[config.mk]
export PLATFORM = sky130hd
export DESIGN_NAME = cfir_cell
export DESIGN_NICKNAME = d
export VERILOG_FILES = /design/src/rtl/cfir_pkg.sv /design/src/rtl/cfir_cell.sv
export SDC_FILE = /design/constraint.sdc
export NUM_CORES = 1
export LEC_CHECK = 0
export ABC_CLOCK_PERIOD_IN_PS = 6150
export BUFFER_PORTS_ARGS = -buffer_cell sky130_fd_sc_hd__buf_4
export CELL_PAD_IN_SITES_DETAIL_PLACEMENT = 2
export CELL_PAD_IN_SITES_GLOBAL_PLACEMENT = 2
export CORE_MARGIN = 2
export CORE_UTILIZATION = 25
export DETAILED_ROUTE_END_ITERATION = 6
export PLACE_DENSITY = 0.64
export SLEW_MARGIN = 40
export SYNTH_ARGS = -nofsm -noshare
export SYNTH_HDL_FRONTEND = slang
export SYNTH_SLANG_ARGS = --single-unit
[constraint.sdc]
create_clock -name clk -period 6.15 [get_ports clk]
set_input_delay 0.9225 -clock clk [delete_from_list [all_inputs] [get_ports clk]]
set_output_delay 0.9225 -clock clk [all_outputs]
set_load 0.05 [all_outputs]
[src/rtl/cfir_pkg.sv]
// cfir_pkg: shared types and constants of the centered fir filter
// holds the sizes, the command codes and the token that travels the cell chain
// no dependencies

package cfir_pkg;

    localparam int MAX_TAPS    = 64;
    localparam int SAMPLE_BITS = 16;
    localparam int COEF_W      = 16;
    localparam int TAP_IDX_W   = $clog2(MAX_TAPS);
    localparam int TAP_CNT_W   = $clog2(MAX_TAPS + 1);
    localparam int PROD_W      = COEF_W + SAMPLE_BITS;
    localparam int ACC_W       = 38;
    localparam int POS_W       = 32;

    typedef enum logic
    {
        CMD_COEF_WR = 1'b0,
        CMD_SAMPLE  = 1'b1
    } cmd_t;

    // partial sum moving from one cell to the next
    typedef struct packed
    {
        logic                    valid;
        logic signed [ACC_W-1:0] sum;
    } token_t;

endpackage

[src/rtl/cfir_cell.sv]
// cfir_cell: one tap of the filter chain
// holds a coefficient, a delay line sample and its product, and adds the product
// to the partial sum passing by when the tap is in use; depends on cfir_pkg

module cfir_cell
    import cfir_pkg::*;
(
    input  logic                          clk,
    input  logic                          rst_n,
    input  logic                          adv,
    input  logic                          coef_we,
    input  logic signed [COEF_W-1:0]      coef_wdata,
    input  logic                          shift_en,
    input  logic signed [SAMPLE_BITS-1:0] x_in,
    output logic signed [SAMPLE_BITS-1:0] x_out,
    input  logic                          tap_en,
    input  token_t                        tok_in,
    output token_t                        tok_out
);

    logic signed [COEF_W-1:0]      coef_reg;
    logic signed [SAMPLE_BITS-1:0] x_reg;
    logic signed [PROD_W-1:0]      prod_reg;
    logic signed [PROD_W-1:0]      prod_next;
    logic signed [ACC_W-1:0]       sum_reg;
    logic signed [ACC_W-1:0]       sum_next;
    logic                          tok_valid_reg;

    assign prod_next = coef_reg * x_reg;

    // taps beyond the count in use add nothing
    assign sum_next = tap_en ? (tok_in.sum + ACC_W'(prod_reg)) : tok_in.sum;

    always_ff @(posedge clk or negedge rst_n)
    begin
        if (!rst_n)
        begin
            tok_valid_reg <= 1'b0;
        end
        else if (adv)
        begin
            tok_valid_reg <= tok_in.valid;
        end
    end

    always_ff @(posedge clk)
    begin
        if (coef_we)
        begin
            coef_reg <= coef_wdata;
        end
        if (shift_en)
        begin
            x_reg <= x_in;
        end
        prod_reg <= prod_next;
        if (adv && tok_in.valid)
        begin
            sum_reg <= sum_next;
        end
    end

    assign x_out         = x_reg;
    assign tok_out.valid = tok_valid_reg;
    assign tok_out.sum   = sum_reg;

endmodule

# Word level (Yosys, flattened, before mapping)
# Index checks and enable logic that the tools add are counted.
[word_totals] regBits=103 inputBits=77 elab_cells=9
[classes] n_addsub=1 n_mul=1 n_mux=1 n_reduce_logical=1
[ops] operator="adder 38 x 32 -> 38 bit" count=1
[ops] operator="2-to-1 mux 38 bit" count=1
[ops] operator="multiplier 16 x 16 -> 32 bit" count=1
[ops] operator="logical AND 1 bit" count=1

# Depth between registers and ports, before layout
# Gate-level depths: netlist of the first run.
[depth] ltp_word=2 mapped_depth=23

# Worst setup path before layout of the first run
# Ideal clock, no wire load.
[synth_path] path_type="register to register" from="reg x_reg[1] (netlist: x_out[1])" to="reg prod_reg[31]" setup_ps=116 arrival_time_ps=6144 slack_ps=-110 path_stages_with_launch=18 path_buffers=1 synth_period_minus_slack_ps=6260 path_cell_list="edfxtp_1 -> clkbuf_1 -> nand2_1 -> inv_1 -> fa_1 -> fa_1 -> fa_1 -> fa_1 -> fa_1 -> fa_1 -> ha_1 -> a21o_1 -> a21o_1 -> a21oi_1 -> o21bai_1 -> a221o_1 -> or3_1 -> o211a_1"
[synth_between] elab_chain_len=1
[synth_lines] item="from (decl)" line="cfir_cell.sv:22" text="logic signed [SAMPLE_BITS-1:0] x_reg;"
[synth_lines] item="from (signal assigned)" line="cfir_cell.sv:54" text="x_reg <= x_in;"
[synth_lines] item="multiplier 16 x 16 -> 32 bit" line="cfir_cell.sv:29" text="assign prod_next = coef_reg * x_reg;"
[synth_lines] item="named net prod_next[31]" line="cfir_cell.sv:24" text="logic signed [PROD_W-1:0] prod_next;"
[synth_lines] item="to (signal assigned)" line="cfir_cell.sv:56" text="prod_reg <= prod_next;"
[synth_lines] item="to (decl)" line="cfir_cell.sv:23" text="logic signed [PROD_W-1:0] prod_reg;"
# The timed path passes the listed nets, and every way through them passes these cells.
# A chain may end at the register's enable or synchronous reset.

# Worst setup path in the final report of the first run
[layout_path] from="reg x_reg[5] (netlist: x_out[5])" to="reg prod_reg[30]"
# Same word-level chain as after synthesis.

==> impl_metrics.toml, run 1 <==
[status]
status = "finished clean"

[final_layout]
layout_common_cells = "294 x inv_1, 256 x fa_1, 236 x buf_4"
layout_commonest_cell = "inv_1"
largest_reg_flops = 38
layout.nets = 2164
finalInstanceArea_mm2 = 0.01805
area_growth_pct = 21.33
final_cell_count_no_fill = 2483
num_antenna_cells = 0
nFillCells = 6511
drive_gt1_share_pct = 19.82

[synthesis]
synth-seq-cells = 103
synth-main-ff-cell = "edfxtp_1"
yosysWarnings = 0
synthCells = 1490
syn-num-nets = 1949
synth_area_mm2 = 0.01488
synth_seq_area_share_pct = 18.60
async_flop_share_pct = 0.9709
avgSynthCellArea_um2 = 9.987
synth.distinct_cells = 63
synth_edf_count = 70

[sta]
hold_violations = 0
worst_pin_slew_ps = 564.9
period_minus_slack_ps = 5989
drv_slew = 0
whs_ps = 287.7
post-route-period-util_pct = 97.39
finalSetupViolations = 0
worst_clock_skew_ps = 23.48
fin_ws_ps = 160.7
max_freq_mhz = 167.0
relSlewSlack_pct = 62.34

[floorplanning]
io_pins = 132
initial_core_util_pct = 25.26
core-area_mm2 = 0.05891
die-area_mm2 = 0.06149
fp-row-count = 89
die_w_um = 248.0
die_h_um = 248.0

[global_routing]
grt_pass1_vias = 12700
grt_start_max_net_pins = 41
grt_overflow_total = 0
grt_usage_pct = 14.98
grt_pass1_wl_mm = 70.41
grt_antenna_before_repair = 0

[run]
maxCapViolations = 0

[clock_network]
cts_sinks = 103
path_clk_slew_ps = 80
clock_latency_ps = 400
root_buffer = "clkbuf_16"
cts-htree-levels = 3
clock_path_buffers = 2
numCtsBuffers = 9
tritoncts = "built"

[routing]
dr.pass1.iters = 6
via_per_inst = 4.405
drt_iter0_drc = 355
antenna_left = 0
num_vias = 10940
drt-total-wl_mm = 45.20
remaining_drc_errors = 0
wl_per_cell_um = 18.20

[critical_path]
crit_chain = "buf_4 -> buf_4 -> and2_1 -> fa_1 -> inv_1 -> fa_2 -> fa_1 -> inv_1 -> fa_1 -> fa_1 -> inv_1 -> fa_1 -> inv_1 -> ha_1 -> or3_4 -> o21ai_2 -> a21oi_2 -> a221o_2 -> a31oi_4 -> o21ai_1 -> a21oi_1 -> xnor2_1"
worstSetupStartpointType = "flip-flop"
slowest_stage = "fa_1"
cp-end-kind = "flip-flop"
arrival_ps = 6290
criticalPathCategory = "flip-flop to flip-flop"
cpMostUsedCell = "fa_1"
cp_max_fo = 8
critPathMaxStageDelay_ps = 530
required_ps = 6450

[placement]
io_buffer_count = 131
post_dp_cell_area_mm2 = 0.01718
placed_cells = 2414
dpl_worst_slack_ps = -40.53
dp_hpwl_mm = 38.00
place_congestion = 0.7660

[min_path]
hold_path_class = "input port to async pin"
Yosys cell counts, types with 4 or more instances:
library cell | n | area (µm²)
and3_1 | 7 | 43.79
nand2_1 | 151 | 566.8
o21ai_0 | 22 | 110.1
nor2_1 | 54 | 202.7
and2_1 | 132 | 825.8
a31oi_1 | 5 | 31.28
fa_1 | 263 | 5265
or3_1 | 4 | 25.02
o21bai_1 | 10 | 75.07
xnor2_1 | 49 | 429.2
ha_1 | 119 | 1489
xor2_1 | 18 | 157.7
a21o_1 | 28 | 210.2
mux2_2 | 28 | 315.3
nor3_1 | 8 | 40.04
o21a_1 | 6 | 45.04
inv_1 | 294 | 1104
nand4_1 | 4 | 25.02
nand2b_1 | 8 | 50.05
nand3_1 | 14 | 70.07
a21oi_1 | 55 | 275.3
clkbuf_1 | 38 | 142.6
dfxtp_1 | 32 | 640.6
nor2b_1 | 6 | 37.54
o31ai_1 | 5 | 37.54
edfxtp_1 | 70 | 2102
path summary, 6_finish.rpt:
check                                     startpoint                   endpoint  slack [ps]  depth (start not counted)
min in group clk           tok_valid_reg$_DFFE_PN0P_  tok_valid_reg$_DFFE_PN0P_         530                          1
max                               x_out[5]$_DFFE_PP_       prod_reg[30]$_DFF_P_         160                         22
max in group asynchronous                      rst_n  tok_valid_reg$_DFFE_PN0P_        5780                          1
min reg2reg                tok_valid_reg$_DFFE_PN0P_  tok_valid_reg$_DFFE_PN0P_         530                          1
max reg2reg                       x_out[5]$_DFFE_PP_       prod_reg[30]$_DFF_P_         160                         22
min                                            rst_n  tok_valid_reg$_DFFE_PN0P_         290                          1
logic make-up after synthesis:
logic type,share of synthesized area (%)
compound gates,8.055
xor+xnor,3.943
fa+ha+maj,45.39
buf+inv,8.661
flops,18.60
mux,2.287
simple gates,13.07
per-stage QoR:
stage / setup TNS, ps / utilization (%)
finish: 0 / 30.65
global route: -227.2 / 30.65
CTS: 0 / 29.82
detailed placement: -58.30 / 29.16
global placement: 0 / 29.16
floorplan: 0 / -
routing by layer:
| layer | track usage (%) | wire (µm) | vias up |
|---|---|---|---|
| met5 | 0 | 0 | - |
| met4 | 3.663 | 730 | 0 |
| met3 | 1.936 | 1109 | 28 |
| met2 | 27.74 | 24120 | 116 |
| met1 | 18.23 | 19240 | 5696 |
| li1 | - | - | 5097 |
critical path, delay by kind of cell (launching register included):
kind	cells	cell delay, ps
XOR/XNOR	1	150
AND/OR/NAND/NOR	2	540
flip-flops	1	390
AO/OA/AOI/OAI	6	1020
buffers and inverters	6	580
adder cells (fa/ha/maj)	7	3210
timing repair:
| item | CTS | global route |
|---|---|---|
| endpoints found under the setup margin | 6 | 13 |
| setup buffers | 10 | 43 |
| resized for setup | 2 | 39 |
| hold buffers | 0 | 0 |
| pin swaps | 1 | 34 |
cell type report:
type | instances | area (µm²) | area share, %
clock buffers | 11 | 254.0 | 1.407
clock inverters | 5 | 41.29 | 0.2287
inverters | 294 | 1104 | 6.112
multi-input cells | 1048 | 10960 | 60.69
flip-flops and latches | 103 | 2768 | 15.33
well taps | 773 | 967.2 | 5.357
repair buffers | 249 | 1964 | 10.88
Power of run 1 is left out: the tool's default activity adds up to more than one toggle a clock period on the data nets, which glitch-free logic cannot reach.
==> run 2: changes to the inputs <==
--- a/config.mk
+++ b/config.mk
@@ -7,7 +7,7 @@
 export LEC_CHECK = 0
 export ABC_CLOCK_PERIOD_IN_PS = 6150
 export BUFFER_PORTS_ARGS = -buffer_cell sky130_fd_sc_hd__buf_4
-export CELL_PAD_IN_SITES_DETAIL_PLACEMENT = 2
+export CELL_PAD_IN_SITES_DETAIL_PLACEMENT = 1
 export CELL_PAD_IN_SITES_GLOBAL_PLACEMENT = 2
 export CORE_MARGIN = 2
 export CORE_UTILIZATION = 25
==> impl_metrics.toml, run 2 (synthesis results as in run 1) <==
[final_layout]
layout_common_cells = "293 x inv_1, 256 x fa_1, 228 x buf_4"
num_antenna_cells = 0
drive_gt1_share_pct = 18.93
area_growth_pct = 20.74
layout.nets = 2155
layout_commonest_cell = "inv_1"
largest_reg_flops = 38
final_cell_count_no_fill = 2474

[clock_network]
cts_hold_repair.buffers = 0
clock_path_buffers = 2
cts-htree-levels = 3
clock_latency_ps = 400
cts_sinks = 103
numCtsBuffers = 9
root_buffer = "clkbuf_16"
path_clk_slew_ps = 80
tritoncts = "built"

[floorplanning]
io_pins = 132
core-area_mm2 = 0.05891
initial_core_util_pct = 25.26
fp-row-count = 89
die_w_um = 248.0
die-area_mm2 = 0.06149
die_h_um = 248.0

[routing]
drt_iter0_drc = 360
via_per_inst = 4.348
dr.pass1.iters = 4
drt-total-wl_mm = 41.61
num_vias = 10760
remaining_drc_errors = 0
antenna_left = 0
wl_per_cell_um = 16.82

[critical_path]
reg2reg_depth = 20
cp-end-kind = "flip-flop"
arrival_ps = 6270
cp_max_fo = 7
worstSetupStartpointType = "flip-flop"
required_ps = 6430
r2r-start = "x_out[4]$_DFFE_PP_"
startpoint = "x_out[4]$_DFFE_PP_"
rr_endpoint = "prod_reg[30]$_DFF_P_"
r2r_slack_ps = 170
criticalPathCategory = "flip-flop to flip-flop"
endpoint = "prod_reg[30]$_DFF_P_"

[sta]
hold_violations = 0
finalSetupViolations = 0
drv_slew = 0
relSlewSlack_pct = 62.04
worst_clock_skew_ps = 21.31
period_minus_slack_ps = 5981
post-route-period-util_pct = 97.26
worst_pin_slew_ps = 555.0
whs_ps = 287.4
fin_setup_tns_ps = 0
max_freq_mhz = 167.2

[global_routing]
grt_pass1_wl_mm = 65.90
grt_usage_pct = 14.00
grt_antenna_before_repair = 0
grt_pass1_vias = 12090
grt_start_max_net_pins = 41
grt_overflow_total = 0

[min_path]
hold_path_class = "input port to async pin"

[placement]
placed_cells = 2414
io_buffer_count = 131
place_congestion = 0.7660
dp_hpwl_mm = 35.49

[run]
maxCapViolations = 0

[status]
status = "finished clean"
==> run 2: cell types whose count changed in the layout (fill, tap and decap cells not counted), sizes merged <==
cell | before | now
buf | 249 | 239
clkinv | 3 | 1
clkbuf | 11 | 12
clkinvlp | 2 | 3
inv | 294 | 295
==> run 2: what timing repair did <==
action / 4_1_cts / 5_1_grt
buffers inserted: 9 / 35
gates resized for setup: 2 / 27
pin swaps: 2 / 12
setup endpoints to repair: 2 / 13
gates cloned: 0 / 0
==> run 2: metal layers <==
| layer | global-route usage (%) | share of wire (%) | vias to the layer above |
|---|---|---|---|
| met5 | 0 | 0 | - |
| met4 | 3.575 | 1.9 | 0 |
| met3 | 1.903 | 2.6 | 39 |
| met2 | 25.01 | 52 | 123 |
| met1 | 17.67 | 44 | 5517 |
| li1 | - | - | 5078 |
==> run 2: worst min path at each step <==
stage	start	end	slack (ps)	cells past startpoint
floorplan	tok_valid_reg$_DFFE_PN0P_	tok_valid_reg$_DFFE_PN0P_	480	1
detailed placement	tok_valid_reg$_DFFE_PN0P_	tok_valid_reg$_DFFE_PN0P_	520	1
CTS	rst_n	tok_valid_reg$_DFFE_PN0P_	250	1
global placement	tok_valid_reg$_DFFE_PN0P_	tok_valid_reg$_DFFE_PN0P_	490	1
finish	rst_n	tok_valid_reg$_DFFE_PN0P_	290	1
global route	rst_n	tok_valid_reg$_DFFE_PN0P_	270	1
==> run 2: area by class of cell <==
cell class | count | area, µm²
clock buffers | 11 | 254.0
clock inverters | 5 | 40.04
fillers | 6745 | 40940
inverters | 294 | 1104
multi-input cells | 1048 | 10930
flip-flops and latches | 103 | 2768
well taps | 773 | 967.2
repair buffers | 240 | 1902
==> run 2: critical path, cell delays in order, from the launching register on <==
cell and delay (ps):
edfxtp_1 430, buf_4 170, buf_4 150, and2_1 170
fa_1 530, inv_1 50, fa_1 390, fa_1 470
fa_1 490, inv_1 50, fa_1 480, fa_1 500
ha_2 310, a21o_1 200, a211oi_4 280, o31ai_4 130
a221o_1 400, a31oi_4 230, o21ai_1 80, a21oi_1 160
xnor2_1 180
==> run 2: per-stage QoR <==
| step | setup slack (ps) | area, µm² | util (%) |
|---|---|---|---|
| 2_1_floorplan | 23.64 | 14890 | - |
| 3_3_place_gp | 117.5 | 17180 | 29.16 |
| 3_5_place_dp | -6.797 | 17180 | 29.16 |
| 4_1_cts | 4.103 | 17560 | 29.81 |
| 5_1_grt | -42.71 | 17970 | 30.50 |
| 6_report | 168.8 | 17970 | 30.50 |
Power of run 2 is left out for the same reason.
==> run 3: changes to the inputs <==
--- a/config.mk
+++ b/config.mk
@@ -5,6 +5,7 @@
 export SDC_FILE = /design/constraint.sdc
 export NUM_CORES = 1
 export LEC_CHECK = 0
+export ABC_AREA = 1
 export ABC_CLOCK_PERIOD_IN_PS = 6150
 export BUFFER_PORTS_ARGS = -buffer_cell sky130_fd_sc_hd__buf_4
 export CELL_PAD_IN_SITES_DETAIL_PLACEMENT = 1
@@ -12,7 +13,7 @@
 export CORE_MARGIN = 2
 export CORE_UTILIZATION = 25
 export DETAILED_ROUTE_END_ITERATION = 6
-export PLACE_DENSITY = 0.64
+export PLACE_DENSITY = 0.68
 export SLEW_MARGIN = 40
 export SYNTH_ARGS = -nofsm -noshare
 export SYNTH_HDL_FRONTEND = slang
==> impl_metrics.toml, run 3 <==
[routing]
drt_iter0_drc = 537
via_per_inst = 4.305
num_vias = 13570
wl_per_cell_um = 16.78
drt-total-wl_mm = 52.91
remaining_drc_errors = 0
dr.pass1.iters = 5
antenna_left = 0

[sta]
grt_setup_unrepaired = "no"
relSlewSlack_pct = 59.04
whs_ps = 292.0
hold_violations = 0
drv_slew = 0
max_freq_mhz = 170.1
finalSetupViolations = 0
worst_clock_skew_ps = 17.02
period_minus_slack_ps = 5878
worst_pin_slew_ps = 614.3
post-route-period-util_pct = 95.58

[critical_path]
criticalPathCategory = "flip-flop to flip-flop"
cpMostUsedCell = "fa_1"
slowest_stage = "edfxtp_1"
cp_max_fo = 13
required_ps = 6470
worstSetupStartpointType = "flip-flop"
critPathMaxStageDelay_ps = 660
arrival_ps = 6200
crit_chain = "buf_4 -> nand2_1 -> inv_1 -> fa_1 -> inv_1 -> fa_1 -> inv_1 -> fa_1 -> inv_1 -> fa_1 -> inv_1 -> fa_1 -> fa_1 -> ha_1 -> nand2_1 -> nor2_1 -> nand2_1 -> o211ai_1 -> a21oi_1 -> nand2_1 -> xor2_1"
cp-end-kind = "flip-flop"

[global_routing]
grt_antenna_before_repair = 0
grt_usage_pct = 16.11
grt_pass1_wl_mm = 84.74
grt_overflow_total = 0
grt_start_max_net_pins = 51
grt_pass1_vias = 15500

[placement]
io_buffer_count = 131
place_congestion = 0.8600
placed_cells = 3126
dp_hpwl_mm = 47.03
post_dp_cell_area_mm2 = 0.01864

[synthesis]
synth-seq-cells = 103
synth.most_common_cell = "nand2_1"
synth_top_area_share_pct = 31.76
synth_seq_area_share_pct = 16.69
async_flop_share_pct = 0.9709
synth.distinct_cells = 40
synthCells = 2162
ys_top_cells_by_area = "fa_1 32%, nand2_1 14%, edfxtp_1 13%"
yosys-top-cells-count = "629 x nand2_1, 547 x inv_1, 263 x fa_1, 119 x ha_1, 119 x nor2_1"
synth-main-ff-cell = "edfxtp_1"
synth_edf_count = 70
synth_area_mm2 = 0.01658
synth.largest_area_cell = "fa_1"
yosysWarnings = 0
syn-num-nets = 2621
avgSynthCellArea_um2 = 7.669

[floorplanning]
io_pins = 132
core-area_mm2 = 0.06575
die_h_um = 261.5
fp-row-count = 94
die-area_mm2 = 0.06840
die_w_um = 261.5
initial_core_util_pct = 25.22

[clock_network]
root_buffer = "clkbuf_16"
numCtsBuffers = 9
tritoncts = "built"
cts_sinks = 103
path_clk_slew_ps = 80
cts-htree-levels = 3
clock_path_buffers = 2
clock_latency_ps = 390

[status]
status = "finished clean"

[final_layout]
drive_gt1_share_pct = 9.747
layout.nets = 2742
postLayoutCoreUtil_pct = 28.96
final_cell_count_no_fill = 3152
layout_commonest_cell = "nand2_1"
num_antenna_cells = 0
largest_reg_flops = 38
finalInstanceArea_mm2 = 0.01904
layout_common_cells = "629 x nand2_1, 547 x inv_1, 263 x fa_1"
area_growth_pct = 14.83

[run]
maxCapViolations = 0

[min_path]
hold_path_class = "input port to async pin"
[run 3: cell types whose count changed after synthesis, moves of 11 or more]
| cell | change |
|---|---|
| xnor2_1 | -25 |
| nand2_1 | +478 |
| nand3_1 | +59 |
| inv_1 | +253 |
| o21ai_0 | +11 |
| clkbuf_1 | +24 |
| mux2_2 | -28 |
| nor2_1 | +65 |
| a21o_1 | -23 |
| and2_1 | -132 |
| nand4_1 | +12 |
[run 3: worst max-delay path, delay by kind of cell, from the launching register on]
kind / cells / cell delay, ps
xor gates and xnor gates: 1 / 150
buffers and inverters: 6 / 650
adders and majority gates: 7 / 3460
DFF: 1 / 660
and+or+nand+nor: 5 / 610
AOI/OAI and AO/OA: 2 / 260
[run 3: kinds of logic (layout without fill, tap and decap cells)]
| group | Yosys count | count (layout) | synth area share, % |
|---|---|---|---|
| flops | 103 | 103 | 16.69 |
| xor+xnor | 46 | 46 | 2.430 |
| compound gates | 132 | 132 | 4.453 |
| simple gates | 881 | 881 | 21.54 |
| buf+inv | 618 | 744 | 14.15 |
| fa+ha+maj | 382 | 382 | 40.74 |
[run 3: per-layer routing]
layer / routed length, µm / vias up / global-route usage (%)
li1: - / 6604 / -
met1: 23890 / 6766 / 20.04
met2: 27040 / 163 / 29.98
met3: 1084 / 36 / 1.461
met4: 897 / 0 / 3.614
met5: 0 / - / 0
[run 3: final cells by class]
type	instances	area, µm²
Clock buffer	12	267.8
Clock inverter	4	33.78
Fill cell	7943	46710
Inverter	550	2064
Multi-Input combinational cell	1441	11470
Sequential cell	103	2768
Tap cell	864	1081
Timing Repair Buffer	178	1349
[run 3: final timing paths]
path                                           start                        end  slack, ps  depth (start not counted)
hold / removal                                 rst_n  tok_valid_reg$_DFFE_PN0P_        290                          1
hold reg to reg            tok_valid_reg$_DFFE_PN0P_  tok_valid_reg$_DFFE_PN0P_        540                          2
setup reg to reg                 x_out[11]$_DFFE_PP_       prod_reg[29]$_DFF_P_        270                         21
max in group asynchronous                      rst_n  tok_valid_reg$_DFFE_PN0P_       5780                          1
min in group clk           tok_valid_reg$_DFFE_PN0P_  tok_valid_reg$_DFFE_PN0P_        540                          2
setup / recovery                 x_out[11]$_DFFE_PP_       prod_reg[29]$_DFF_P_        270                         21
[run 3: metrics by stage]
stage               worst slack, ps  setup TNS, ps
floorplan                     341.4              0
global placement              37.72              0
detailed placement           -25.11         -25.11
CTS                           20.01              0
global route                  7.572              0
finish                        271.6              0
[run 3: timing repair]
action | CTS | global route
hold buffers | 0 | 0
setup buffers | 3 | 7
endpoints found under the hold margin | 0 | 0
endpoints found under the setup margin | 1 | 8
resized for setup | 0 | 2
cloned | 0 | 0
Power of run 3 is left out for the same reason.
